[config.mk]
export PLATFORM = sky130hd
export DESIGN_NAME = scp_ram
export DESIGN_NICKNAME = d
export VERILOG_FILES = /design/src/design/scp_ram.sv
export SDC_FILE = /design/constraint.sdc
export NUM_CORES = 1
export LEC_CHECK = 0
export ABC_AREA = 1
export BUFFER_PORTS_ARGS = -buffer_cell sky130_fd_sc_hd__buf_2
export CAP_MARGIN = 20
export CORE_UTILIZATION = 40
export CTS_BUF_LIST = sky130_fd_sc_hd__clkbuf_16
export CTS_CLUSTER_DIAMETER = 30
export CTS_CLUSTER_SIZE = 40
export DETAILED_ROUTE_END_ITERATION = 10
export GPL_ROUTABILITY_DRIVEN = 0
export GPL_TIMING_DRIVEN = 0
export SYNTH_ARGS = -nofsm -noshare
export SYNTH_HDL_FRONTEND = slang
export SYNTH_SLANG_ARGS = --single-unit
[constraint.sdc]
create_clock -name i_clk -period 3.55 [get_ports i_clk]
set_input_delay 0.355 -clock i_clk [delete_from_list [all_inputs] [get_ports i_clk]]
set_output_delay 0.355 -clock i_clk [all_outputs]
set_load 0.1 [all_outputs]
[src/design/scp_ram.sv]
// generic single-port-write, single-port-read ram with registered read
// no dependencies
module scp_ram #(
    parameter int WIDTH = 8,
    parameter int DEPTH = 64
) (
    input  logic                                  i_clk,
    input  logic                                  i_we,
    input  logic [((DEPTH > 1) ? $clog2(DEPTH) : 1)-1:0] i_waddr,
    input  logic [WIDTH-1:0]                      i_wdata,
    input  logic                                  i_re,
    input  logic [((DEPTH > 1) ? $clog2(DEPTH) : 1)-1:0] i_raddr,
    output logic [WIDTH-1:0]                      o_rdata
);
    logic [WIDTH-1:0] r_mem [DEPTH];
    logic [WIDTH-1:0] r_rdata;

    always_ff @(posedge i_clk) begin
        if (i_we) begin
            r_mem[i_waddr] <= i_wdata;
        end
        if (i_re) begin
            r_rdata <= r_mem[i_raddr];
        end
    end

    assign o_rdata = r_rdata;
endmodule

==> Word level (Yosys, flattened, before mapping) <==
Memory sizes are Yosys's and may differ from the RTL's. A register that Yosys moved wholly into a read port is not among the register bits.
Index checks and enable logic that the tools add are counted.
{ "classes": {"n_mux": 2} }
{ "ops": {"columns": ["operator", "n"], "rows": [
  ["1-bit two-way mux", 2]
]} }
{ "totals": {"out_inout_bits": 8, "n_memories": 1, "reg_bits": 0, "word_cells": 3, "input_bits": 23, "ramBits": 512} }
{ "mem_list": {"columns": ["memory", "words", "word_bits", "read_ports", "rd_clocked_by_memory_dff", "write_ports", "line_no", "text"], "rows": [
  ["r_mem", 64, 8, 1, 1, 1, "15", "logic [WIDTH-1:0] r_mem [DEPTH];"]
]} }

==> Longest topological paths before layout <==
{ "logic_depth": {"ltp_word": 2, "ltp_mapped": 12, "ltp_nobuf": 9} }

==> Worst setup path before layout <==
No wires, ideal clock.
{ "synth_timing": {"path_kind": "input to register", "from": "input i_we", "to": "memory r_mem[48][0], enable pin", "path_buffers": 1, "setup_time_ns": 0.395, "arrival_ns": 1.726, "slack_ns": 1.429, "path_stages": 3, "t_required_ns": 3.155, "cell_sequence": "clkbuf_1 > nand4_1 > nor4_1"} }
{ "synth_between": {"elab_chain_cells": 2} }
{ "synth_rtl": {"columns": ["item", "line_no", "text"], "rows": [
  ["from (decl)", "8", "input logic i_we,"],
  ["1-bit two-way mux", "19", "if (i_we) begin"],
  ["1-bit two-way mux (not written as such)", "20", "r_mem[i_waddr] <= i_wdata;"],
  ["to (decl)", "15", null]
]} }
No other way between the ends.

==> Worst setup path in the final report <==
{ "layout_timing": {"from": "input i_waddr[0] in the netlist's numbering", "to": "memory r_mem[10][7], enable pin"} }
{ "layout_lines": {"columns": ["item", "line_no", "text"], "rows": [
  ["from (decl)", "9", "input logic [((DEPTH > 1) ? $clog2(DEPTH) : 1)-1:0] i_waddr,"]
]} }
No word-level cell before the write port.

==> results.json <==
{
  "outcome": "complete, but fails checks",
  "violations": "DRC",
  "tritoncts": "built",
  "cts_buffers": 103,
  "root_buffer": "clkbuf_16",
  "worstPathArrival_ps": 2690,
  "cap_viol_max_count": 0,
  "fp.dieArea_sq_mm": 0.05448,
  "vias_per_cell": 5.483,
  "p_clk_share_pct": 54.7,
  "grt_max_degree": 65,
  "slew_headroom_pct": 31.17,
  "place_area_sq_mm": 0.02264,
  "cts.sinks": 520,
  "grt-ovfl-total": 0,
  "startpoint_type": "input port",
  "clockBufferDepth": 3,
  "first_pass_iters": 9,
  "start_util_pct": 40.60,
  "comb_power_share_pct": 5.8,
  "crit_start": "i_waddr[0]",
  "synth_seq_area_share_pct": 72.90,
  "p_leak_nw": 9.625,
  "worstPathRequired_ps": 3790,
  "peakVddDrop_mv": 0.5233,
  "worst_pin_slew_ps": 1029,
  "critPathMaxFanout": 9,
  "hold_violations": 0,
  "io_pins": 31,
  "finClkSkew_ps": 22.96,
  "ys_seq_elements": 520,
  "first_global_vias": 14410,
  "cts_max_level": 3,
  "cp_slowest_cell": "nor2_1",
  "syn_area_sq_mm": 0.02142,
  "synth_cell_types": 15,
  "final_nets": 1970,
  "core-area_sq_mm": 0.05276,
  "swShare_pct": 23.02,
  "n_fill_cell": 4624,
  "r2r_setup_slack_ps": 1890,
  "cp_cell_sequence": "clkbuf_1 > inv_1 > nand4_1 > nor2_1",
  "grt_pass1_wl_um": 93430,
  "grt_usage_pct": 23.98,
  "slew_viol_final": 0,
  "end_kind": "flip-flop",
  "fin_crit_ps": 2445,
  "ys_warn_count": 0,
  "route.vias.total": 14950,
  "cts_resized": 0,
  "timing.rr.start": "r_mem[56][2]$_DFFE_PP_",
  "power_density_mw_per_mm2": 663.0,
  "hold_class": "in2reg",
  "final_common_cell": "nand2_1",
  "insertion_delay_ps": 630,
  "p_sw_w": 0.003986,
  "synth_area_per_cell_sq_um": 11.87,
  "fin_tns_setup_ps": 0,
  "rsz0062_at_grt": "false",
  "die_h_um": 233.4,
  "drive_gt1_share_pct": 14.92,
  "wirelength_um": 64030,
  "fin_crit_sh_pct": 68.87,
  "avgRoutedWirePerCell_um": 23.49,
  "ff2ff_path_depth": 8,
  "die-width_um": 233.4,
  "num_rows": 84,
  "finalSetupViolations": 0,
  "intPower_w": 0.01333,
  "antenna_found_initial": 2,
  "drtAntennaViolNets": 0,
  "hold_buffers": 0,
  "cts.clk_slew.worst_paths_ps": 50,
  "post-cts-setup-buffers": 0,
  "max_stage_delay_ps": 1000,
  "drt-initial-drc-count": 1850,
  "areaGrowthSynthToFinish_pct": 21.91,
  "crit_type": "in2reg",
  "drc": 8,
  "layout_common_cells": "nand2_1, edfxtp_1, nand3_1",
  "power_frac_seq_pct": 39.5,
  "max_freq_mhz": 409.0,
  "port_buffers": 22,
  "r2r_end": "o_rdata[2]$_DFFE_PP_",
  "synth_nets": 1828,
  "final_area_sq_mm": 0.02611,
  "dp_hpwl_um": 42680,
  "crit_end": "r_mem[10][7]$_DFFE_PP_",
  "hold_depth": 1,
  "syn_inst": 1805
}
## layout make-up
class	instances	area, sq um	share of cell area (%)
tap	688	860.8	3.297
clock buffer	107	2678	10.25
timing repair buffer	37	312.8	1.198
inverter	12	50.05	0.1917
clock inverter	88	788.3	3.019
multi-input combinational	1160	4996	19.13
sequential	520	15620	59.80
buffer	113	808.3	3.095
antenna	1	2.502	0.009584
## through the flow
stage | setup slack, ps | instances | power [W] | hold slack [ps] | utilization [%]
after global placement | 414.4 | 2515 | 0.007891 | 776.8 | 42.44
after detailed placement | 544.7 | 2530 | 0.007921 | 781.2 | 42.92
after global routing | 1087 | 2725 | 0.01774 | 132.5 | 49.49
after CTS | 1196 | 2725 | 0.01736 | 122.9 | 49.49
after floorplan | 1429 | 1805 | 0.007489 | 453.9 | -
final | 1105 | 2726 | 0.01731 | 164.3 | 49.49
## worst min path at each step
stage,startpoint,end,slack [ps]
2_1_floorplan,i_wdata[0],r_mem[0][0]$_DFFE_PP_,450
3_3_place_gp,i_re,o_rdata[4]$_DFFE_PP_,780
3_5_place_dp,i_re,o_rdata[4]$_DFFE_PP_,780
4_1_cts,i_re,o_rdata[4]$_DFFE_PP_,120
5_1_grt,i_re,o_rdata[3]$_DFFE_PP_,130
6_report,i_wdata[7],r_mem[52][7]$_DFFE_PP_,160
## power by group through the flow
stage	Sequential, W	Combinational, W	Clock [W]
after floorplan	0.00701	0.000478	0
after global placement	0.00695	0.000937	0
after detailed placement	0.00695	0.000972	0
after CTS	0.00684	0.000977	0.00954
after global routing	0.00683	0.00106	0.00985
final	0.00684	0.000997	0.00948
## synth_stat cells
cell type	count	area, sq um
nand2_1	648	2432
buf_8	2	30.03
nor2_1	56	210.2
nand4_1	9	56.30
clkbuf_1	15	56.30
inv_2	1	3.750
inv_6	1	8.760
buf_4	14	105.1
nor4_1	8	50.05
buf_2	37	185.2
inv_1	10	37.54
edfxtp_1	520	15610
nand3_1	439	2197
buf_6	35	394.1
buf_1	10	37.54
## metal layers
metal / up-vias / share of wire, % / global-route usage (%) / wire length (um)
li1: 6708 / - / - / -
met1: 7309 / 41 / 32.18 / 26100
met2: 777 / 46 / 37.40 / 29300
met3: 150 / 9.7 / 5.981 / 6216
met4: 4 / 3.7 / 9.375 / 2383
met5: - / 0.048 / 0 / 31
## cells by family after synthesis
kind of cell	Yosys count	synth area share [%]
simple gates	1160	23.09
flops	520	72.90
buf+inv	125	4.007
## state kept, by name, indices dropped and copies added, names as in the netlist
signal   cells
o_rdata      8
r_mem      512
## worst max-delay path: cells and delay by family
kind,cells,cell delay (ps)
and+or+nand+nor,2,1720
buffers and inverters,2,600
Note: power is estimated with default switching activity, not from simulation.
