File: src/design/scp_pkg.sv
// shared types and constants of the set-associative cache with next-line prefetch
// no dependencies; compile first
package scp_pkg;

    // default sizes, handed to the top level parameters
    localparam int SETS_DEF         = 64;
    localparam int WAYS_DEF         = 8;
    localparam int ADDR_BITS_DEF    = 48;
    localparam int MAX_PREFETCH_DEF = 8;

    // configuration port
    localparam int CFG_IDX_W  = 4;
    localparam int CFG_DATA_W = 8;

    typedef enum logic [CFG_IDX_W-1:0] {
        CFG_OFFSET_BITS    = 4'd0,
        CFG_INDEX_BITS     = 4'd1,
        CFG_WAYS_IN_USE    = 4'd2,
        CFG_PREFETCH_COUNT = 4'd3
    } t_cfg_reg;

    localparam logic [3:0] RST_OFFSET_BITS    = 4'd4;
    localparam logic [2:0] RST_INDEX_BITS     = 3'd6;
    localparam logic [3:0] RST_WAYS_IN_USE    = 4'd1;
    localparam logic [3:0] RST_PREFETCH_COUNT = 4'd1;

    // request kinds
    localparam logic REQ_READ  = 1'b0;
    localparam logic REQ_WRITE = 1'b1;

    localparam int PF_OUT_W = 4;

    typedef enum logic [1:0] {
        S_IDLE,
        S_RUN,
        S_HOLD
    } t_state;

    // one result transaction
    typedef struct packed {
        logic                hit;
        logic                demand_read;
        logic                mem_write;
        logic [PF_OUT_W-1:0] prefetch_reads;
    } t_result;

    // status of one set lookup
    typedef struct packed {
        logic hit;
        logic used_free;
    } t_upd;

endpackage

File: src/design/scp_set_upd.sv
// tag compare and fifo fill of one set row
// depends on scp_pkg (t_upd)
module scp_set_upd #(
    parameter int WAYS      = scp_pkg::WAYS_DEF,
    parameter int ADDR_BITS = scp_pkg::ADDR_BITS_DEF
) (
    input  logic [WAYS*ADDR_BITS+WAYS+((WAYS > 1) ? $clog2(WAYS) : 1)-1:0] i_row,
    input  logic [ADDR_BITS-1:0]                                           i_tag,
    input  logic [$clog2(WAYS+1)-1:0]                                      i_n_ways,
    output logic [WAYS*ADDR_BITS+WAYS+((WAYS > 1) ? $clog2(WAYS) : 1)-1:0] o_row,
    output scp_pkg::t_upd                                                  o_st
);
    import scp_pkg::*;

    localparam int OW   = (WAYS > 1) ? $clog2(WAYS) : 1;
    localparam int WAYW = $clog2(WAYS + 1);
    localparam int TW   = WAYS * ADDR_BITS;

    logic [ADDR_BITS-1:0] tags     [WAYS];
    logic [ADDR_BITS-1:0] new_tags [WAYS];
    logic [WAYS-1:0]      valid;
    logic [WAYS-1:0]      new_valid;
    logic [WAYS-1:0]      in_use;
    logic [WAYS-1:0]      match;
    logic [OW-1:0]        oldest;
    logic [OW-1:0]        new_oldest;
    logic [OW-1:0]        free_way;
    logic                 found;
    logic [WAYW-1:0]      old_w;
    logic [WAYW-1:0]      vic;
    logic [WAYW:0]        vic_inc;
    logic [OW-1:0]        victim;

    always_comb begin
        valid  = i_row[TW +: WAYS];
        oldest = i_row[TW+WAYS +: OW];
        for (int w = 0; w < WAYS; w++) begin
            tags[w]   = i_row[w*ADDR_BITS +: ADDR_BITS];
            in_use[w] = (WAYW'(w) < i_n_ways);
            match[w]  = valid[w] && in_use[w] && (tags[w] == i_tag);
        end

        // lowest free way in use wins
        found    = 1'b0;
        free_way = '0;
        for (int w = WAYS - 1; w >= 0; w--) begin
            if (in_use[w] && !valid[w]) begin
                found    = 1'b1;
                free_way = OW'(w);
            end
        end

        // stale pointer beyond the ways in use falls back to way 0
        old_w   = WAYW'(oldest);
        vic     = (old_w >= i_n_ways) ? '0 : old_w;
        vic_inc = {1'b0, vic} + 1'b1;
        victim  = found ? free_way : OW'(vic);

        new_oldest = found ? oldest
                   : ((vic_inc >= {1'b0, i_n_ways}) ? '0 : OW'(vic_inc));
        new_valid  = valid;
        for (int w = 0; w < WAYS; w++) begin
            new_tags[w] = tags[w];
        end
        new_valid[victim] = 1'b1;
        new_tags[victim]  = i_tag;

        for (int w = 0; w < WAYS; w++) begin
            o_row[w*ADDR_BITS +: ADDR_BITS] = new_tags[w];
        end
        o_row[TW +: WAYS]    = new_valid;
        o_row[TW+WAYS +: OW] = new_oldest;

        o_st.hit       = |match;
        o_st.used_free = found;
    end
endmodule

File: config.mk
export PLATFORM = sky130hd
export DESIGN_NAME = scp_set_upd
export DESIGN_NICKNAME = d
export VERILOG_FILES = /design/src/design/scp_pkg.sv /design/src/design/scp_set_upd.sv
export SDC_FILE = /design/constraint.sdc
export NUM_CORES = 1
export LEC_CHECK = 0
export BUFFER_PORTS_ARGS = -buffer_cell sky130_fd_sc_hd__buf_2
export CORE_AREA = 2 2 333 335
export DETAILED_ROUTE_END_ITERATION = 6
export DIE_AREA = 0 0 335 337
export SLEW_MARGIN = 40
export SYNTH_ARGS = -nofsm -noshare
export SYNTH_HDL_FRONTEND = slang
export SYNTH_SLANG_ARGS = --single-unit
File: constraint.sdc
create_clock -name vclk -period 2.2
set_input_delay 0.11 -clock vclk [all_inputs]
set_output_delay 0.11 -clock vclk [all_outputs]
set_load 0.05 [all_outputs]
# Word level (Yosys, flattened, before mapping)
# Cells that the tools add are included.
[totals]
ff_bits = 0
out_inout_bits = 397
wordCells = 85
in_bits = 447
[op_classes]
n_mux = 25
bitwise = 2
eq_ne = 8
addsub = 1
magnitude_cmp = 14
reduce_logical = 35
[ops]
columns = ["cell", "n"]
rows = [
  ["$bwmux 384", 1],
  ["$eq 48x48->1", 8],
  ["$demux 48 s3", 1],
  ["$mux 48", 1],
  ["$mux 3", 12],
  ["$logic_and 1x1->1", 26],
  ["$lt 3x4->1 const A", 4],
  ["$mux 1", 9],
  ["$logic_not 1->1", 8],
  ["$lt 1x4->1 const A", 2],
  ["$lt 2x4->1 const A", 2],
  ["$or 8x8->8", 1],
  ["$reduce_or 8->1", 1],
  ["$add 3x1->4 const B", 1],
  ["$ge 3x4->1", 1],
  ["$ge 4x4->1", 1],
  ["$ge 4x4->1 const B", 1],
  ["$lt 3x4->1 const B", 1],
  ["$lt 4x1->1 const B", 1],
  ["$not 3->4", 1],
  ["$demux 1 s3", 1],
  ["$ge 3x1->1 const B", 1],
]

# Logic depth before layout (Yosys ltp)
[depth]
word_depth = 17
ltp_mapped = 13
depth_no_buf = 12

# Worst setup path before layout
# Ideal clock, no wire load.
[synth_timing]
kind = "input to output"
from = "input port i_n_ways[2]"
to = "output port o_row[392] in the netlist's numbering"
stages = 11
path_buffers = 0
path_slack_ns = -0.785
required_time_ns = 2.090
arrival_time_ns = 2.875
cell_sequence = "inv_1 -> ha_1 -> a21o_1 -> a31oi_2 -> nor2_1 -> nor2_1 -> ha_1 -> o21a_1 -> o21ai_0 -> nand3b_1 -> o21ai_0"
[synth_via]
elab_chain_len = 11
word_cells_on_any_way = 30
classes_between = "1 x add/sub; 10 x order compare; 11 x mux; 8 x reduce/logical"
[synth_lines]
columns = ["element", "line", "text"]
rows = [
  ["start, declared", "scp_set_upd.sv:9", "input logic [$clog2(WAYS+1)-1:0] i_n_ways,"],
  ["parallel branches: the longest is 10 deep, another holds $ge 3x4->1", "-", ""],
  ["$mux 3 (*)", "scp_set_upd.sv:59", "new_oldest = found ? oldest"],
  ["end, declared", "scp_set_upd.sv:10", "output logic [WAYS*ADDR_BITS+WAYS+((WAYS > 1) ? $clog2(WAYS) : 1)-1:0] o_row,"],
]
# Mark *: on every way between the ends.

# Worst setup path in the final report
[layout_timing]
from = "input port i_n_ways[2]"
to = "output port o_row[33] in the netlist's numbering"
[layout_via]
elab_chain_len = 17
word_cells_on_any_way = 42
classes_between = "11 x order compare; 21 x mux; 1 x bitwise; 9 x reduce/logical"
[layout_lines]
columns = ["element", "line", "text"]
rows = [
  ["$lt 3x4->1", "scp_set_upd.sv:39", "in_use[w] = (WAYW'(w) < i_n_ways);"],
  ["$logic_and 1x1->1", "scp_set_upd.sv:47", "if (in_use[w] && !valid[w]) begin"],
  ["$mux 3 or $mux 1 (tied branches) (8 in series)", "scp_set_upd.sv:47", ""],
  ["$mux 3 (*)", "scp_set_upd.sv:57", "victim = found ? free_way : OW'(vic);"],
  ["$not 3->4 (not written as such) (*)", "scp_set_upd.sv:66", "new_tags[victim] = i_tag;"],
  ["$ge 4x4->1 (not written as such) or $lt 4x1->1 (tied branches)", "scp_set_upd.sv:66", ""],
  ["$logic_and 1x1->1 (not written as such)", "scp_set_upd.sv:66", ""],
  ["$mux 48 (not written as such)", "scp_set_upd.sv:66", ""],
  ["$demux 48 s3 (*)", "scp_set_upd.sv:66", ""],
  ["$bwmux 384 (*)", "scp_set_upd.sv:66", ""],
]
# Every way passes the cells marked *; elsewhere a longest branch is shown, timed or not.

==> run summary <==
Layout net count -> 2792
DRC Markers -> 0
Syn avg cell area -> 8.53 sq um
Status -> finished, violations left
Die area -> 113000 sq um
Synth cell types -> 61
Initial core utilization -> 0.0911
Final critical-path share of the clock period -> 1.19
Drt wl/cell -> 39.0 um
Count leader, synth -> mux2_2
Total Power -> 9.39 mW
Setup TNS -> -120.83 ns
Die Wd -> 335 um
Failing checks -> setup timing
Leading area contributor after synthesis -> mux2_2
Worst relative slew slack -> 0.481
Multi-input logic area -> 10600 sq um
CP arrival -> 2.51 ns
Final GP Congestion -> 0.938
Post-synth top cells -> 321 x mux2_2, 260 x xnor2_1, 101 x xor2_1, 90 x clkbuf_1, 72 x nand4_1
Final core utilization -> 0.235
Syn Inst Count -> 1170
Static Leak -> 11.7 nW
Final setup margin -> -0.422 ns
Power per cell area -> 364 nW/um^2
Area grow syn2layout -> 158%
Seq cells -> 0
Min-delay worst type -> input pin to primary output
Fmax -> 0.381 GHz
Critical path capture point type -> primary output
Design Area, Final -> 25800 sq um
Drt initial violations -> 1098
Remaining global-route overflow -> 0
Placed cell count -> 3686
DR pass1 iterations -> 6
Cell repeated most along the worst path -> buf_12
VDD IR max -> 0.000143 V
DP HPWL -> 130000 um
Vias post-DR -> 16000
Fillers -> 11900
Worst-margin pin slew -> 0.775 ns
Startpoint Class -> input pin
Fin. Hold Viols -> 0
Yosys top cell area share -> 0.362
Max Cap Viol -> 0
Dpl cell area -> 21400 sq um
Minimum clock period -> 2.62 ns
Io pins -> 844
Largest net degree at the start of global routing -> 24
Register Area -> 0 sq um
Vias in the first global route -> 15400
Ranking of synthesized cells by area -> mux2_2 36%, xnor2_1 23%, xor2_1 8.9%, mux2_1 6.1%, nand4_1 4.5%
Row Count -> 122
Max Fanout on Critical Path -> 8
Crit-path max cell delay -> 0.36 ns
Final Max Slew Viols -> 0
RSZ-0062 raised after global routing -> yes
First-pass GRT wire length -> 178000 um
Core Region -> 110000 sq um
Post-DRT Antenna Nets -> 0
Cells along the critical path -> buf_8, inv_4, ha_4, a21o_1, a31oi_4, buf_12, buf_6, o22ai_4, a31o_4, nand2_4, buf_12, buf_12, buf_12, mux2_4, buf_12
Post-synthesis sequential area ratio -> 0
Final WL -> 149000 um
Layout cells sized above 1 -> 0.770
Synthesis Warnings -> 0
Post-Syn Area -> 9980 sq um
Mapped Nets -> 1623
Critical path type -> input pin to primary output
Clock buffer cells -> 0
# setup viols final -> 394
Antenna violations before repair -> 184
Slowest-stage cell, CP -> mux2_4
Die H -> 337 um
Fin cells -> 3812
Via/cell ratio -> 4.19
PortBufs -> 844
Worst EP required -> 2.09 ns
All-layer global routing usage -> 0.247
## final cells by class
cell class / count / share of cell area
diodes: 49 / 0.00476
inverters: 29 / 0.00442
multi-input cells: 1000 / 0.410
repair buffers: 1308 / 0.512
well taps: 1426 / 0.0692
## metal layers
layer / track usage / up-vias / part of all wire
met5: 0.00681 / - / 0.0087
met4: 0.0517 / 210 / 0.037
met3: 0.107 / 410 / 0.11
met2: 0.398 / 1103 / 0.44
met1: 0.302 / 7692 / 0.40
li1: - / 6575 / -
## critical path, delay by kind of cell
family,cells,cell delay (ns)
AO/OA/AOI/OAI,4,0.75
multiplexers,1,0.36
adder cells (fa/ha/maj),1,0.19
AND/OR/NAND/NOR,1,0.09
buffers and inverters,8,0.99
## stage by stage
| stage | hold WS [ns] | setup WS [ns] |
|---|---|---|
| detailed placement | 0.618 | -0.831 |
| floorplan | 0.428 | -0.0265 |
| global route | 0.609 | -0.468 |
| global placement | 0.613 | -0.886 |
| finish | 0.600 | -0.422 |
| CTS | 0.599 | -0.420 |
## cell families after synthesis
logic type | after synthesis | synth area share
adder cells (fa/ha/maj) | 7 | 0.00852
AND/OR/NAND/NOR | 178 | 0.106
XOR/XNOR | 361 | 0.317
AO/OA/AOI/OAI | 70 | 0.0559
multiplexers | 384 | 0.435
buffers and inverters | 170 | 0.0781
## report_power, final
part | switching (mW) | total (mW) | internal (mW)
Clock | 0 | 0.00000267 | 0.00000267
Combinational | 5.38 | 9.39 | 4.01
Sequential | 0 | 0 | 0
Total | 5.38 | 9.39 | 4.01
## path summary, 6_finish.rpt
| kind | endpoint | from | cells after the start | slack [ns] |
|---|---|---|---|---|
| setup / recovery | o_row[33] | i_n_ways[2] | 15 | -0.42 |
| hold / removal | o_row[276] | i_row[276] | 3 | 0.60 |
## repair_timing
item / 4_1_cts / 5_1_grt
pin swaps: 22 / 53
gates resized for setup: 532 / 403
buffers inserted: 31 / 40
cloned: 19 / 8
hold buffers: 0 / 0
endpoints found under the setup margin: 396 / 396
## cell usage in the layout, fill, tap and decap left out, types with 56 or more instances in the layout
cell type	Yosys	layout
buf_12	0	244
xnor2_1	260	233
nand4_1	72	72
buf_8	0	56
xor2_1	101	99
buf_4	8	379
buf_2	29	438
buf_6	10	167
mux2_2	321	247
mux2_4	6	133
No activity file was read; power rests on OpenSTA's default activity.
